## src/rtl/sfp_pkg.sv

```systemverilog
// shared types and constants of the byte-sum checksum frame parser
// no dependencies; used by sfp_front, sfp_cmd_queue, sfp_back and the top level
package sfp_pkg;

   localparam logic [7:0] START_BYTE = 8'h42;
   localparam int         WORD_MAX   = 15;
   localparam int         IDX_W      = 4;
   localparam int         ADDR_W     = IDX_W + 1;

   localparam logic STATUS_OK    = 1'b0;
   localparam logic STATUS_ERROR = 1'b1;

   // number of packed words in a frame, capped at WORD_MAX
   function automatic int word_count(input int frame_bytes);
      int n;
      n = (frame_bytes - 2) / 2;
      return (n > WORD_MAX) ? WORD_MAX : n;
   endfunction

   // closed frame handed from front to back
   typedef struct packed {
      logic err;
      logic bank;
   } cmd_type;

   // word store write from the front
   typedef struct packed {
      logic              en;
      logic [ADDR_W-1:0] addr;
      logic [15:0]       data;
   } wr_type;

   typedef struct packed {
      logic             status;
      logic [IDX_W-1:0] word_index;
      logic [15:0]      word_value;
      logic             last;
   } rsp_type;

endpackage

```

## src/rtl/sensor_frame_parser_sum_check.sv

```systemverilog
// top level of the byte-sum checksum frame parser
// depends on sfp_pkg, sfp_front, sfp_cmd_queue and sfp_back
//
// usage:
//  - input side is a queue write port: a byte transfers when push is high and full
//    is low; one byte can transfer every cycle
//  - result side is a queue read port: the oldest result sits on rsp_* while empty
//    is low and transfers when pop is high
//  - the front hunts for the 0x42 start byte, sums and packs the frame on the fly
//    and hands each closed frame to a two-entry frame queue
//  - the back reads the frame's words out of a two-bank word store, one word per
//    cycle while the result queue has room, into a four-entry result queue
//  - the closing byte passes the frame queue, the read stage and the result queue
//    before the first result shows on rsp_*; a good frame then drains word by word
//  - the one-byte input port sets the pace of frames; the back issues one store
//    read per word of a good frame and a single error result per bad frame
//  - a stalled receiver backs up the result queue, then the frame queue; full rises
//    once two closed frames wait and holds until the older one has been read out
//  - reset (synchronous) empties both queues and returns the front to hunting
module sensor_frame_parser_sum_check #(
   parameter int FRAME_BYTES = 32
) (
   input  logic        clock,
   input  logic        reset,
   input  logic        push,
   output logic        full,
   input  logic [7:0]  req_rx_byte,
   output logic        empty,
   input  logic        pop,
   output logic        rsp_status,
   output logic [3:0]  rsp_word_index,
   output logic [15:0] rsp_word_value,
   output logic        rsp_last
);

   logic             byte_valid;
   sfp_pkg::wr_type  store_wr;
   logic             cmd_push;
   sfp_pkg::cmd_type cmd_in;
   logic             cmd_pop;
   logic             cmd_valid;
   sfp_pkg::cmd_type cmd_head;
   sfp_pkg::rsp_type rsp;

   // a byte transfer
   assign byte_valid = push && !full;

   sfp_front #(
      .FRAME_BYTES (FRAME_BYTES)
   ) u_front (
      .clock      (clock),
      .reset      (reset),
      .byte_valid (byte_valid),
      .rx_byte    (req_rx_byte),
      .wr         (store_wr),
      .cmd_push   (cmd_push),
      .cmd        (cmd_in)
   );

   // full also keeps the front off the bank that the back still reads
   sfp_cmd_queue u_cmd_queue (
      .clock      (clock),
      .reset      (reset),
      .push       (cmd_push),
      .push_cmd   (cmd_in),
      .pop        (cmd_pop),
      .full       (full),
      .head_valid (cmd_valid),
      .head_cmd   (cmd_head)
   );

   sfp_back #(
      .FRAME_BYTES (FRAME_BYTES)
   ) u_back (
      .clock     (clock),
      .reset     (reset),
      .wr        (store_wr),
      .cmd_valid (cmd_valid),
      .cmd       (cmd_head),
      .cmd_pop   (cmd_pop),
      .rsp_pop   (pop),
      .rsp_empty (empty),
      .rsp       (rsp)
   );

   assign rsp_status     = rsp.status;
   assign rsp_word_index = rsp.word_index;
   assign rsp_word_value = rsp.word_value;
   assign rsp_last       = rsp.last;

endmodule

```

## src/rtl/sfp_front.sv

```systemverilog
// front part: start byte hunt, byte sum, word packing and checksum compare
// depends on sfp_pkg; writes the word store in sfp_back, pushes into sfp_cmd_queue
module sfp_front #(
   parameter int FRAME_BYTES = 32
) (
   input  logic             clock,
   input  logic             reset,
   input  logic             byte_valid,
   input  logic [7:0]       rx_byte,
   output sfp_pkg::wr_type  wr,
   output logic             cmd_push,
   output sfp_pkg::cmd_type cmd
);

   localparam int POS_W      = $clog2(FRAME_BYTES);
   localparam int WORD_COUNT = sfp_pkg::word_count(FRAME_BYTES);

   logic             in_frame_ff, in_frame_in;
   logic [POS_W-1:0] pos_ff, pos_in;
   logic [15:0]      sum_ff, sum_in;
   logic [7:0]       latch_ff, latch_in;
   logic             bank_ff, bank_in;

   logic                      closing;
   logic                      is_word;
   logic [sfp_pkg::IDX_W-1:0] word_idx;
   logic [15:0]               pair;

   assign closing  = (pos_ff == POS_W'(FRAME_BYTES - 1));
   assign pair     = {latch_ff, rx_byte};
   assign word_idx = sfp_pkg::IDX_W'((pos_ff - POS_W'(3)) >> 1);
   assign is_word  = (pos_ff >= POS_W'(3)) && pos_ff[0]
                     && (pos_ff <= POS_W'(2 * WORD_COUNT + 1));

   always_comb begin
      in_frame_in = in_frame_ff;
      pos_in      = pos_ff;
      sum_in      = sum_ff;
      latch_in    = latch_ff;
      bank_in     = bank_ff;
      wr.en       = 1'b0;
      wr.addr     = {bank_ff, word_idx};
      wr.data     = pair;
      cmd_push    = 1'b0;
      cmd.err     = (pair != sum_ff);
      cmd.bank    = bank_ff;
      if (byte_valid) begin
         if (!in_frame_ff) begin
            if (rx_byte == sfp_pkg::START_BYTE) begin
               in_frame_in = 1'b1;
               sum_in      = 16'(rx_byte);
               latch_in    = rx_byte;
               pos_in      = POS_W'(1);
            end
         end else begin
            // every byte but the last two (the checksum) goes into the sum
            if (pos_ff < POS_W'(FRAME_BYTES - 2)) begin
               sum_in = sum_ff + 16'(rx_byte);
            end
            wr.en    = is_word;
            latch_in = rx_byte;
            if (closing) begin
               in_frame_in = 1'b0;
               pos_in      = '0;
               cmd_push    = 1'b1;
               bank_in     = ~bank_ff;
            end else begin
               pos_in = pos_ff + POS_W'(1);
            end
         end
      end
   end

   always_ff @(posedge clock) begin
      if (reset) begin
         in_frame_ff <= 1'b0;
         pos_ff      <= '0;
         sum_ff      <= '0;
         latch_ff    <= '0;
         bank_ff     <= 1'b0;
      end else begin
         in_frame_ff <= in_frame_in;
         pos_ff      <= pos_in;
         sum_ff      <= sum_in;
         latch_ff    <= latch_in;
         bank_ff     <= bank_in;
      end
   end

endmodule

```

## src/rtl/sfp_cmd_queue.sv

```systemverilog
// two-entry queue of closed frames between front and back
// depends on sfp_pkg
module sfp_cmd_queue (
   input  logic             clock,
   input  logic             reset,
   input  logic             push,
   input  sfp_pkg::cmd_type push_cmd,
   input  logic             pop,
   output logic             full,
   output logic             head_valid,
   output sfp_pkg::cmd_type head_cmd
);

   sfp_pkg::cmd_type entry_ff [2];
   logic             wr_ptr_ff, wr_ptr_in;
   logic             rd_ptr_ff, rd_ptr_in;
   logic [1:0]       count_ff, count_in;

   assign full       = (count_ff == 2'd2);
   assign head_valid = (count_ff != 2'd0);
   assign head_cmd   = entry_ff[rd_ptr_ff];

   always_comb begin
      wr_ptr_in = push ? ~wr_ptr_ff : wr_ptr_ff;
      rd_ptr_in = pop ? ~rd_ptr_ff : rd_ptr_ff;
      count_in  = count_ff + 2'(push) - 2'(pop);
   end

   always_ff @(posedge clock) begin
      if (push) begin
         entry_ff[wr_ptr_ff] <= push_cmd;
      end
   end

   always_ff @(posedge clock) begin
      if (reset) begin
         wr_ptr_ff <= 1'b0;
         rd_ptr_ff <= 1'b0;
         count_ff  <= '0;
      end else begin
         wr_ptr_ff <= wr_ptr_in;
         rd_ptr_ff <= rd_ptr_in;
         count_ff  <= count_in;
      end
   end

endmodule

```

## src/rtl/sfp_back.sv

```systemverilog
// back part: two-bank word store, word emitter and result queue
// depends on sfp_pkg; fed by sfp_front (store writes) and sfp_cmd_queue
module sfp_back #(
   parameter int FRAME_BYTES = 32
) (
   input  logic             clock,
   input  logic             reset,
   input  sfp_pkg::wr_type  wr,
   input  logic             cmd_valid,
   input  sfp_pkg::cmd_type cmd,
   output logic             cmd_pop,
   input  logic             rsp_pop,
   output logic             rsp_empty,
   output sfp_pkg::rsp_type rsp
);

   localparam int WORD_COUNT = sfp_pkg::word_count(FRAME_BYTES);
   localparam int DEPTH      = 2 ** sfp_pkg::ADDR_W;

   // word store, one bank per frame in flight
   logic [15:0] store_mem [DEPTH];
   logic [15:0] rd_data_ff;

   logic [sfp_pkg::IDX_W-1:0] idx_ff, idx_in;

   // read stage
   logic                      s1_valid_ff, s1_valid_in;
   logic                      s1_err_ff, s1_err_in;
   logic                      s1_last_ff, s1_last_in;
   logic [sfp_pkg::IDX_W-1:0] s1_idx_ff, s1_idx_in;

   // result queue
   sfp_pkg::rsp_type rq_ff [4];
   logic [1:0]       rq_wr_ff, rq_wr_in;
   logic [1:0]       rq_rd_ff, rq_rd_in;
   logic [2:0]       rq_count_ff, rq_count_in;
   logic             rq_pop;
   sfp_pkg::rsp_type s1_rsp;

   logic issue;
   logic last_word;

   assign issue     = cmd_valid && ((rq_count_ff + 3'(s1_valid_ff)) <= 3'd3);
   assign last_word = (idx_ff == sfp_pkg::IDX_W'(WORD_COUNT - 1));
   assign cmd_pop   = issue && (cmd.err || last_word);

   always_comb begin
      idx_in      = idx_ff;
      s1_valid_in = issue;
      s1_err_in   = cmd.err;
      s1_idx_in   = idx_ff;
      s1_last_in  = cmd.err || last_word;
      if (issue && !cmd.err) begin
         idx_in = last_word ? '0 : idx_ff + sfp_pkg::IDX_W'(1);
      end
   end

   always_ff @(posedge clock) begin
      if (wr.en) begin
         store_mem[wr.addr] <= wr.data;
      end
      rd_data_ff <= store_mem[{cmd.bank, idx_ff}];
   end

   always_comb begin
      s1_rsp.status     = s1_err_ff ? sfp_pkg::STATUS_ERROR : sfp_pkg::STATUS_OK;
      s1_rsp.word_index = s1_err_ff ? '0 : s1_idx_ff;
      s1_rsp.word_value = s1_err_ff ? '0 : rd_data_ff;
      s1_rsp.last       = s1_last_ff;
   end

   assign rsp_empty = (rq_count_ff == 3'd0);
   assign rsp       = rq_ff[rq_rd_ff];
   assign rq_pop    = rsp_pop && !rsp_empty;

   always_comb begin
      rq_wr_in    = s1_valid_ff ? rq_wr_ff + 2'd1 : rq_wr_ff;
      rq_rd_in    = rq_pop ? rq_rd_ff + 2'd1 : rq_rd_ff;
      rq_count_in = rq_count_ff + 3'(s1_valid_ff) - 3'(rq_pop);
   end

   always_ff @(posedge clock) begin
      if (s1_valid_ff) begin
         rq_ff[rq_wr_ff] <= s1_rsp;
      end
      s1_err_ff  <= s1_err_in;
      s1_idx_ff  <= s1_idx_in;
      s1_last_ff <= s1_last_in;
   end

   always_ff @(posedge clock) begin
      if (reset) begin
         idx_ff      <= '0;
         s1_valid_ff <= 1'b0;
         rq_wr_ff    <= '0;
         rq_rd_ff    <= '0;
         rq_count_ff <= '0;
      end else begin
         idx_ff      <= idx_in;
         s1_valid_ff <= s1_valid_in;
         rq_wr_ff    <= rq_wr_in;
         rq_rd_ff    <= rq_rd_in;
         rq_count_ff <= rq_count_in;
      end
   end

endmodule
```

## config.mk

```make
export PLATFORM = sky130hd
export DESIGN_NAME = sensor_frame_parser_sum_check
export DESIGN_NICKNAME = d
export VERILOG_FILES = /design/src/rtl/sfp_pkg.sv /design/src/rtl/sensor_frame_parser_sum_check.sv /design/src/rtl/sfp_front.sv /design/src/rtl/sfp_cmd_queue.sv /design/src/rtl/sfp_back.sv
export SDC_FILE = /design/constraint.sdc
export NUM_CORES = 1
export LEC_CHECK = 0
export ABC_AREA = 1
export BUFFER_PORTS_ARGS = -buffer_cell sky130_fd_sc_hd__clkbuf_2
export CORE_MARGIN = 2
export CORE_UTILIZATION = 25
export DETAILED_ROUTE_END_ITERATION = 6
export PLACE_DENSITY = 0.4
export SLEW_MARGIN = 20
export SYNTH_ARGS = -nofsm -noshare
export SYNTH_HDL_FRONTEND = slang
export SYNTH_SLANG_ARGS = --single-unit
```

## constraint.sdc

```tcl
create_clock -name clock -period 2.4 [get_ports clock]
set_input_delay 0.24 -clock clock [delete_from_list [all_inputs] [get_ports clock]]
set_output_delay 0.24 -clock clock [all_outputs]
set_load 0.02 [all_outputs]
```

==> impl_metrics.csv, run 1 <==
group,metric,value,unit
worst_hold_path,hold_depth,4,
timing,period_share,0.970,
drt,num_vias,17900,
run,drv_cap,0,
cts,cts_tree,"built",
setup_path,cp-start-kind,"flop",
cts,htreeDepth,3,
floorplan,initial_core_util,0.251,
pwr,power,0.0252,W
drt,via_per_inst,4.51,
place,hpwl,53200,µm
pwr,power_leakage,11.5,nW
floorplan,fp.dieW,334,µm
pwr,sequentialPowerShare,0.506,
worst_hold_path,worstHoldStart,"req_rx_byte[7]",
worst_hold_path,hold_end,"u_front.sum_ff[6]$_SDFFE_PP0P_",
global_routing,track_usage,0.147,
yosys,syn_nets,2363,
yosys,ys_ff_latch,676,
yosys,yosysTopAreaCell,"edfxtp_1",
drt,wl_per_cell,20.7,µm
setup_path,critPathMaxFanout,8,
yosys,yosys.area.top_type_share,0.665,
timing,slew_violations,0,
pwr,clockPowerShare,0.451,
timing,finalCriticalPeriod,2.33,ns
cts,cts_inserted_buffers,77,
floorplan,rows,121,
global_routing,antenna_found_initial,3,
finish,antenna_cells,0,
timing,whs,0.0283,ns
place,dp_slack,-0.489,ns
status,status,"finished clean",
floorplan,die_area,0.112,mm²
yosys,ys_seq_area_frac,0.718,
floorplan,core-area,0.109,mm²
yosys,ys_warn_count,0,
cts,path_clk_slew,0.06,ns
drt,drt-total-wl,82500,µm
global_routing,grt_pass1_vias,18000,
setup_path,r2r-end,"u_back.store_mem[11][12]$_DFFE_PP_",
yosys,ys_types,45,
place,gp_congestion,0.875,
yosys,synthTopCellsByArea,"edfxtp_1 67%, nand2_1 6.4%, nor2_1 5.5%",
cts,clock_path_buffers,3,
yosys,ys.flop_type,"edfxtp_1",
drt,drcViolationCount,0,
timing,hold_viol_final,0,
timing,fin_skew,0.0265,ns
setup_path,worstSetupEndpointType,"flop",
cts,cts.sinks,676,
setup_path,crit_type,"flop to flop",
cts,cts_root_buf,"clkbuf_16",
cts,worstSkewPairLatency,0.63,ns
finish,areaGrowthSynthToFinish,21.0,%
drt,first_pass_iters,5,
floorplan,boundaryPins,36,
pwr,p_comb_frac,0.043,
setup_path,regToRegSetupSlack,0.07,ns
setup_path,timing.rr.start,"u_front.pos_ff[1]$_SDFFE_PP0P_",
timing,setup_viol,0,
setup_path,r2r_cells,13,
place,place_inst,3823,
drt,drtIter0Drc,1342,
worst_hold_path,min_path_type,"input pin to flop",
timing,setup_slack,0.0729,ns
timing,fmax,430,MHz
setup_path,critPathArrivalTime,2.66,ns
yosys,synthArstFlopShare,0,
global_routing,grt_pass1_wl,120000,µm
yosys,synth_area,0.0273,mm²
finish,drive_gt1_frac,0.149,
pwr,swShare,0.217,
timing,relSlewSlack,0.546,
pwr,powerDensity,765,mW/mm²
pwr,vdd_drop_max,0.448,mV
finish,nNetsFinal,2536,
timing,tightest_slew,0.681,ns
floorplan,chipHeight,334,µm
finish,stdcell_count,3978,
global_routing,grt_overflow_total,0,
yosys,syn_avg_cell_area,11.7,µm²
drt,ant_nets,0,
setup_path,cp.required,2.73,ns
pwr,p_int,0.0197,W
place,portBuffers,35,
yosys,synth_edf_count,604,
global_routing,grt_max_degree,66,
pwr,p_sw,0.00548,W
yosys,synth_cells,2330,
## power by group through the flow
stage,Clock [W],Combinational [W],Sequential (W)
6_report,0.0114,0.00108,0.0128
3_3_place_gp,0,0.00107,0.0130
5_1_grt,0.0121,0.00121,0.0128
3_5_place_dp,0,0.00110,0.0130
4_1_cts,0.0117,0.00110,0.0128
2_1_floorplan,0,0.000625,0.0130
## state kept, by name (all words and copies together), names as in the netlist, named ones only
name / cells
u_cmd_queue.rd_ptr_ff: 1
u_front.latch_ff: 8
u_front.bank_ff: 1
u_cmd_queue.entry_ff: 4
u_front.in_frame_ff: 1
u_cmd_queue.wr_ptr_ff: 1
u_back.s1_last_ff: 1
u_back.s1_valid_ff: 1
u_back.rq_count_ff: 3
u_front.sum_ff: 16
u_back.s1_idx_ff: 4
u_back.rq_ff: 88
u_back.rq_rd_ff: 2
u_cmd_queue.count_ff: 2
u_back.rq_wr_ff: 2
u_back.idx_ff: 4
u_back.s1_err_ff: 1
u_back.rd_data_ff: 16
u_front.pos_ff: 5
u_back.store_mem: 512
## cell type report
type	count	area (µm²)
fillers	11000	75600
clock buffers	106	2150
inverters	116	445
well taps	1414	1770
flip-flops and latches	676	19600
repair buffers	205	1940
multi-input cells	1427	6800
clock inverters	34	295
## cells in the final DEF (no fill, tap or decap), drive strengths merged, types with 2 or more instances in the layout
master       netlist  final
o22ai             22     22
dfxtp             72     72
nor4               2      2
edfxtp           604    604
nand4             82     82
a21oi             48     48
nor3              10     10
o211ai            28     28
nand3b             3      3
clkinv             1     24
a22oi              9      9
nor2             400    400
clkbuf            37    141
buf               74    168
dlygate4sd3        0      2
nand3            117    117
bufinv             0      4
o21ai            183    183
xnor2              3      3
ha                20     20
or2               18     18
inv              115    118
xor2               7      7
a211oi             3      3
nand2            467    467
clkinvlp           0      4
## cell usage after synthesis, types with 2 or more instances
master / number
edfxtp_1: 604
nand2_1: 465
nor2_1: 397
o21ai_0: 166
nand3_1: 113
inv_1: 108
nand4_1: 82
dfxtp_1: 72
a21oi_1: 46
clkbuf_1: 37
buf_2: 36
o211ai_1: 26
buf_4: 22
o22ai_1: 22
ha_1: 20
o21ai_1: 16
a22oi_1: 9
nor3_1: 9
or2_1: 9
buf_6: 8
buf_1: 7
or2_2: 7
xor2_1: 7
inv_2: 6
nand3_2: 4
a211oi_1: 3
nand3b_1: 3
nor2_4: 3
xnor2_1: 3
nand2_2: 2
nor4_1: 2
o211ai_2: 2
or2_0: 2
## cells by family (layout without fill, tap and decap cells)
group,after synthesis,in the layout,synth area share
AND/OR/NAND/NOR,1099,1099,0.169
buffers and inverters,227,461,0.0388
adder cells (fa/ha/maj),21,21,0.00992
XOR/XNOR,10,10,0.00321
flip-flops,676,676,0.718
AO/OA/AOI/OAI,297,297,0.0606
## how the worst max path moves through the flow
stage / startpoint / end / slack, ns
global placement: u_front.pos_ff[0]$_SDFFE_PP0P_ / u_back.store_mem[9][9]$_DFFE_PP_ / -0.47
detailed placement: u_front.pos_ff[0]$_SDFFE_PP0P_ / u_back.store_mem[9][11]$_DFFE_PP_ / -0.49
finish: u_front.pos_ff[1]$_SDFFE_PP0P_ / u_back.store_mem[11][12]$_DFFE_PP_ / 0.07
CTS: u_front.pos_ff[0]$_SDFFE_PP0P_ / u_back.store_mem[11][13]$_DFFE_PP_ / -0.01
floorplan: u_front.pos_ff[0]$_SDFFE_PP0P_ / u_back.store_mem[0][0]$_DFFE_PP_ / -0.17
global route: u_front.pos_ff[0]$_SDFFE_PP0P_ / u_back.store_mem[11][12]$_DFFE_PP_ / -0.002
## through the flow
stage	setup TNS, ns	utilization	instance area (µm²)
floorplan	-87.76	-	27300
finish	0	0.304	33000
global placement	-92.49	0.278	30200
CTS	-0.0391	0.302	32800
detailed placement	-82.00	0.278	30200
global route	-0.00617	0.304	33000
## routing by layer
metal  global-route usage  wire length (µm)  up-vias
met5                    0                 0        -
met4               0.0383              1830        0
met3               0.0289              4620      106
met2                0.233             37900      457
met1                0.203             38200     8873
li1                     -                 -     8498
## worst max-delay path: stages, from the launching register on
cell     delay (ns)
dfxtp_2        0.35
ha_4           0.14
nand2_2        0.07
nor2_4         0.12
ha_2           0.18
nor2_1         0.07
nor3_4         0.21
buf_12         0.14
nand3_2        0.05
buf_4          0.16
buf_8          0.16
nor2_4         0.12
buf_4          0.14
buf_12         0.12
## what timing repair did
item	in CTS	in global routing
resized for setup	23	36
hold buffers	2	0
hold endpoints to repair	2	0
pin swaps	3	7
setup endpoints to repair	512	386
setup buffers	5	5
cloned	1	2
Power figures use the tool's default switching activity.
==> run 2, diff against run 1 <==
--- a/config.mk
+++ b/config.mk
@@ -9,6 +9,7 @@
 export BUFFER_PORTS_ARGS = -buffer_cell sky130_fd_sc_hd__clkbuf_2
 export CORE_MARGIN = 2
 export CORE_UTILIZATION = 25
+export CTS_BUF_LIST = sky130_fd_sc_hd__clkbuf_16
 export DETAILED_ROUTE_END_ITERATION = 6
 export PLACE_DENSITY = 0.4
 export SLEW_MARGIN = 20
==> run 2 against run 1 <==
Effect of this change: sequential power about the same; fmax hardly changed; routed wire length barely moved; final area barely moved; sequential share of layout area up 0.054 points; core utilization hardly changed; clock-buffer cell count down 25.
==> impl_metrics.csv, run 2 (synthesized netlist as in run 1, its figures left out) <==
group,metric,value,unit
global_routing,grt_pass1_vias,18000,
drt,drcViolationCount,0,
floorplan,core-area,0.109,mm²
timing,setup_viol,0,
finish,top_register,"u_back.store_mem",
cts,cts_tree,"built",
setup_path,r2r-end,"u_back.store_mem[11][12]$_DFFE_PP_",
worst_hold_path,min_path_type,"input pin to flop",
setup_path,cp-start-kind,"flop",
place,hpwl,53200,µm
timing,relSlewSlack,0.545,
drt,wl_per_cell,20.7,µm
timing,hold_viol_final,0,
finish,largest_reg_flops,512,
timing,setup_slack,0.0720,ns
drt,first_pass_iters,5,
global_routing,grt_pass1_wl,120000,µm
global_routing,grt_overflow_total,0,
place,place_inst,3823,
cts,cts.sinks,676,
global_routing,antenna_found_initial,3,
drt,ant_nets,0,
cts,cts_inserted_buffers,77,
setup_path,critPathMaxFanout,8,
global_routing,grt_max_degree,66,
timing,fin_skew,0.0256,ns
cts,worstSkewPairLatency,0.63,ns
setup_path,regToRegSetupSlack,0.07,ns
drt,drtIter0Drc,1329,
timing,slew_violations,0,
cts,htreeDepth,3,
finish,largest_registers,"u_back.store_mem (512), u_back.rq_ff (88)",
cts,path_clk_slew,0.06,ns
place,dp_slack,-0.489,ns
pwr,vdd_drop_max,0.448,mV
setup_path,crit_type,"flop to flop",
finish,drive_gt1_frac,0.147,
drt,via_per_inst,4.52,
place,gp_congestion,0.875,
cts,cts_root_buf,"clkbuf_16",
pwr,powerDensity,760,mW/mm²
worst_hold_path,hold_depth,4,
status,status,"finished clean",
run,drv_cap,0,
setup_path,critPathArrivalTime,2.66,ns
timing,finalCriticalPeriod,2.33,ns
setup_path,r2r_cells,13,
pwr,power_leakage,11.5,nW
cts,clock_path_buffers,3,
floorplan,die_area,0.112,mm²
setup_path,worstSetupEndpointType,"flop",
timing,fmax,430,MHz
setup_path,crit_path_cell_trace,"ha_4, nand2_2, nor2_4, ha_2, nor2_1, nor3_4, buf_12, nand3_2, buf_4, buf_8, nor2_4, buf_4, buf_12",
timing,tightest_slew,0.682,ns
setup_path,crit_path_top_delay_cell,"dfxtp_2",
finish,stdcell_count,3978,
worst_hold_path,worstHoldStart,"req_rx_byte[7]",
finish,utilization,0.304,
floorplan,chipHeight,334,µm
drt,num_vias,18000,
setup_path,timing.rr.start,"u_front.pos_ff[1]$_SDFFE_PP0P_",
timing,period_share,0.970,
floorplan,initial_core_util,0.251,
setup_path,cp.required,2.73,ns
drt,drt-total-wl,82500,µm
floorplan,rows,121,
place,portBuffers,35,
floorplan,fp.dieW,334,µm
finish,areaGrowthSynthToFinish,20.9,%
global_routing,track_usage,0.147,
floorplan,boundaryPins,36,
finish,final_cell_mix,"604 x edfxtp_1, 464 x nand2_1, 364 x nor2_1",
finish,nNetsFinal,2536,
finish,antenna_cells,0,
worst_hold_path,hold_end,"u_front.sum_ff[6]$_SDFFE_PP0P_",
timing,setup_tns,0,ns
finish,final_common_cell,"edfxtp_1",
setup_path,critPathMaxStageDelay,0.35,ns
==> run 2: cell count changes in the layout (fill, tap and decap cells not counted) <==
cell	previous run	this run
clkbuf_1	22	0
inv_1	108	130
clkbuf_8	3	0
clkinv_1	12	15
==> run 2: worst max path at each step <==
stage,startpoint,endpoint,slack (ns),cells after the start
detailed placement,u_front.pos_ff[0]$_SDFFE_PP0P_,u_back.store_mem[9][11]$_DFFE_PP_,-0.49,9
finish,u_front.pos_ff[1]$_SDFFE_PP0P_,u_back.store_mem[11][12]$_DFFE_PP_,0.07,13
global placement,u_front.pos_ff[0]$_SDFFE_PP0P_,u_back.store_mem[9][9]$_DFFE_PP_,-0.47,9
CTS,u_front.pos_ff[0]$_SDFFE_PP0P_,u_back.store_mem[11][13]$_DFFE_PP_,-0.01,12
floorplan,u_front.pos_ff[0]$_SDFFE_PP0P_,u_back.store_mem[0][0]$_DFFE_PP_,-0.17,8
global route,u_front.pos_ff[0]$_SDFFE_PP0P_,u_back.store_mem[11][12]$_DFFE_PP_,-0.002,13
==> run 2: power by group <==
part,leakage [nW],switching [W],internal (W)
Sequential,6.17,0.0000247,0.0127
Combinational,4.12,0.000779,0.000297
Clock,1.26,0.00468,0.00652
Total,11.5,0.00549,0.0196
==> run 2: critical path, delay by kind of cell, from the launching register on <==
| family | cells | cell delay [ns] |
|---|---|---|
| and+or+nand+nor | 6 | 0.64 |
| adders and majority gates | 2 | 0.32 |
| DFF | 1 | 0.35 |
| buffers and inverters | 5 | 0.72 |
==> run 2: cell type report <==
| class | count | area [µm²] |
|---|---|---|
| sequential | 676 | 19600 |
| multi-input combinational | 1427 | 6800 |
| inverter | 116 | 445 |
| timing repair buffer | 205 | 1940 |
| clock inverter | 59 | 389 |
| fill | 11000 | 75600 |
| clock buffer | 81 | 2030 |
| tap | 1414 | 1770 |
==> run 2: per-stage QoR <==
stage | hold slack, ns | area [µm²] | total power [W]
floorplan | 0.318 | 27300 | 0.0136
finish | 0.0290 | 33000 | 0.0250
global placement | 0.438 | 30200 | 0.0141
CTS | 0.000286 | 32800 | 0.0254
global route | 0.0431 | 33000 | 0.0259
detailed placement | 0.441 | 30200 | 0.0141
==> run 2: repair_timing <==
item	in CTS	in global routing
setup endpoints to repair	512	386
gates resized for setup	23	36
gates cloned	1	2
pin swaps	3	7
hold buffers	2	0
endpoints found under the hold margin	2	0
buffers inserted	5	5
==> run 2: routing by layer <==
layer,up-vias,wire [µm],global-route usage,share of wire
li1,8504,-,-,-
met1,8869,37900,0.203,0.46
met2,488,37900,0.233,0.46
met3,106,4920,0.0289,0.060
met4,0,1830,0.0383,0.022
met5,-,0,0,0
==> run 3, diff against run 2 <==
--- a/config.mk
+++ b/config.mk
@@ -7,6 +7,7 @@
 export LEC_CHECK = 0
 export ABC_AREA = 1
 export BUFFER_PORTS_ARGS = -buffer_cell sky130_fd_sc_hd__clkbuf_2
+export CORE_ASPECT_RATIO = 0.9
 export CORE_MARGIN = 2
 export CORE_UTILIZATION = 25
 export CTS_BUF_LIST = sky130_fd_sc_hd__clkbuf_16
==> run 3 against run 2 <==
Effect of this change: non-clock buffer count down 30; global-route usage rose by 0.22 points; sequential power barely moved; register-to-register slack better by 0.03 ns; first-iteration DRC count rose by 18%; clock power is essentially flat; core utilization grew 0.061 points.
==> impl_metrics.csv, run 3 (synthesized netlist as in run 1, its figures left out) <==
group,metric,value,unit
global_routing,antenna_found_initial,5,
setup_path,cp.required,2.72,ns
floorplan,fp.dieW,352,µm
timing,setup_viol,0,
floorplan,rows,114,
floorplan,initial_core_util,0.253,
timing,slew_violations,0,
setup_path,critPathMaxFanout,16,
pwr,sequentialPowerShare,0.509,
finish,drive_gt1_frac,0.135,
worst_hold_path,min_path_type,"input pin to flop",
floorplan,chipHeight,317,µm
finish,utilization,0.304,
setup_path,worstSetupEndpointType,"flop",
setup_path,crit_path_cell_trace,"ha_1, nand2_1, nor2_2, ha_1, nor2_1, nor3_4, buf_4, nand3_2, buf_4, nor2_1, buf_12",
setup_path,crit_type,"flop to flop",
setup_path,critPathArrivalTime,2.62,ns
place,portBuffers,35,
finish,final_common_cell,"edfxtp_1",
cts,path_clk_slew,0.06,ns
cts,cts_tree,"built",
finish,areaGrowthSynthToFinish,20.2,%
cts,cts_inserted_buffers,75,
cts,htreeDepth,3,
timing,setup_tns,0,ns
finish,nNetsFinal,2505,
finish,top_register,"u_back.store_mem",
pwr,p_sw,0.00569,W
setup_path,crit_path_top_delay_cell,"dfxtp_1",
pwr,power_leakage,11.4,nW
place,hpwl,54300,µm
timing,period_share,0.957,
drt,via_per_inst,4.52,
global_routing,grt_overflow_total,0,
global_routing,grt_pass1_wl,123000,µm
floorplan,die_area,0.112,mm²
floorplan,boundaryPins,36,
timing,hold_viol_final,0,
pwr,p_comb_frac,0.046,
pwr,p_int,0.0194,W
pwr,vdd_drop_max,0.720,mV
place,dp_slack,-0.0146,ns
drt,first_pass_iters,7,
timing,finalCriticalPeriod,2.30,ns
drt,ant_nets,0,
pwr,powerDensity,767,mW/mm²
cts,clock_path_buffers,3,
cts,cts_root_buf,"clkbuf_16",
drt,num_vias,18000,
cts,worstSkewPairLatency,0.64,ns
pwr,clockPowerShare,0.445,
drt,drcViolationCount,0,
timing,relSlewSlack,0.527,
global_routing,track_usage,0.149,
finish,largest_reg_flops,512,
drt,drtIter0Drc,1569,
finish,final_cell_mix,"604 x edfxtp_1, 465 x nand2_1, 370 x nor2_1",
run,drv_cap,0,
finish,largest_registers,"u_back.store_mem (512), u_back.rq_ff (88)",
global_routing,grt_max_degree,52,
place,gp_congestion,0.801,
drt,drt-total-wl,84300,µm
timing,fmax,436,MHz
setup_path,cp-start-kind,"flop",
floorplan,core-area,0.108,mm²
timing,whs,0.0450,ns
pwr,swShare,0.227,
timing,rsz0062_at_grt,"true",
timing,fin_skew,0.0291,ns
timing,tightest_slew,0.709,ns
setup_path,cp_top_family,"simple AND/OR/NAND/NOR gates",
status,status,"finished clean",
setup_path,critPathBufInv,3,
setup_path,critPathMaxStageDelay,0.36,ns
global_routing,grt_pass1_vias,17800,
cts,cts.sinks,676,
timing,setup_slack,0.104,ns
finish,fillers,11000,
drt,wl_per_cell,21.2,µm
## run 3: layout make-up
class,count,area [µm²],share of cell area
diodes,1,2.50,0.0000764
clock buffers,76,1900,0.0580
clock inverters,63,484,0.0148
inverters,116,447,0.0136
multi-input cells,1427,6720,0.205
flip-flops and latches,676,19600,0.598
well taps,1450,1810,0.0554
repair buffers,175,1810,0.0551
repair inverters,1,5.00,0.000153
## run 3: path summary, 6_finish.rpt
path	startpoint	end	slack, ns	depth (start not counted)
max	u_front.pos_ff[0]$_SDFFE_PP0P_	u_back.store_mem[4][7]$_DFFE_PP_	0.10	11
min	req_rx_byte[7]	u_front.latch_ff[7]$_SDFFE_PP0P_	0.05	3
max reg2reg	u_front.pos_ff[0]$_SDFFE_PP0P_	u_back.store_mem[4][7]$_DFFE_PP_	0.10	11
min reg2reg	u_back.rq_rd_ff[1]$_SDFFE_PP0P_	flop	0.45	2
## run 3: through the flow
step | cell area, µm² | std cells | total power [W]
floorplan | 27300 | 2330 | 0.0136
finish | 32800 | 3985 | 0.0251
global route | 32800 | 3984 | 0.0259
detailed placement | 30200 | 3836 | 0.0142
CTS | 32700 | 3979 | 0.0254
global placement | 30200 | 3836 | 0.0141
## run 3: power by group through the flow
| stage | combinational [W] | sequential, W | clock, W |
|---|---|---|---|
| after floorplan | 0.000625 | 0.0130 | 0 |
| after global placement | 0.00113 | 0.0130 | 0 |
| after detailed placement | 0.00114 | 0.0130 | 0 |
| after CTS | 0.00115 | 0.0128 | 0.0115 |
| after global routing | 0.00129 | 0.0128 | 0.0118 |
| final | 0.00116 | 0.0128 | 0.0112 |
## run 3: timing repair
action / 4_1_cts / 5_1_grt
hold endpoints to repair: 4 / 0
setup buffers: 1 / 5
cloned: 0 / 1
pin swaps: 1 / 0
setup endpoints to repair: 106 / 489
gates resized for setup: 3 / 19
hold buffers: 3 / 0
## run 3: layer usage
metal,vias up,global-route usage,part of all wire,wire length [µm]
met4,0,0.0356,0.021,1750
li1,8472,-,-,-
met2,484,0.229,0.44,37100
met5,-,0,0,0
met3,119,0.0262,0.058,4850
met1,8918,0.217,0.48,40600
## run 3: tightest hold or removal path: cells and delay by family
kind,cells,cell delay (ns)
buf+inv,2,0.29
compound gates,1,0.08
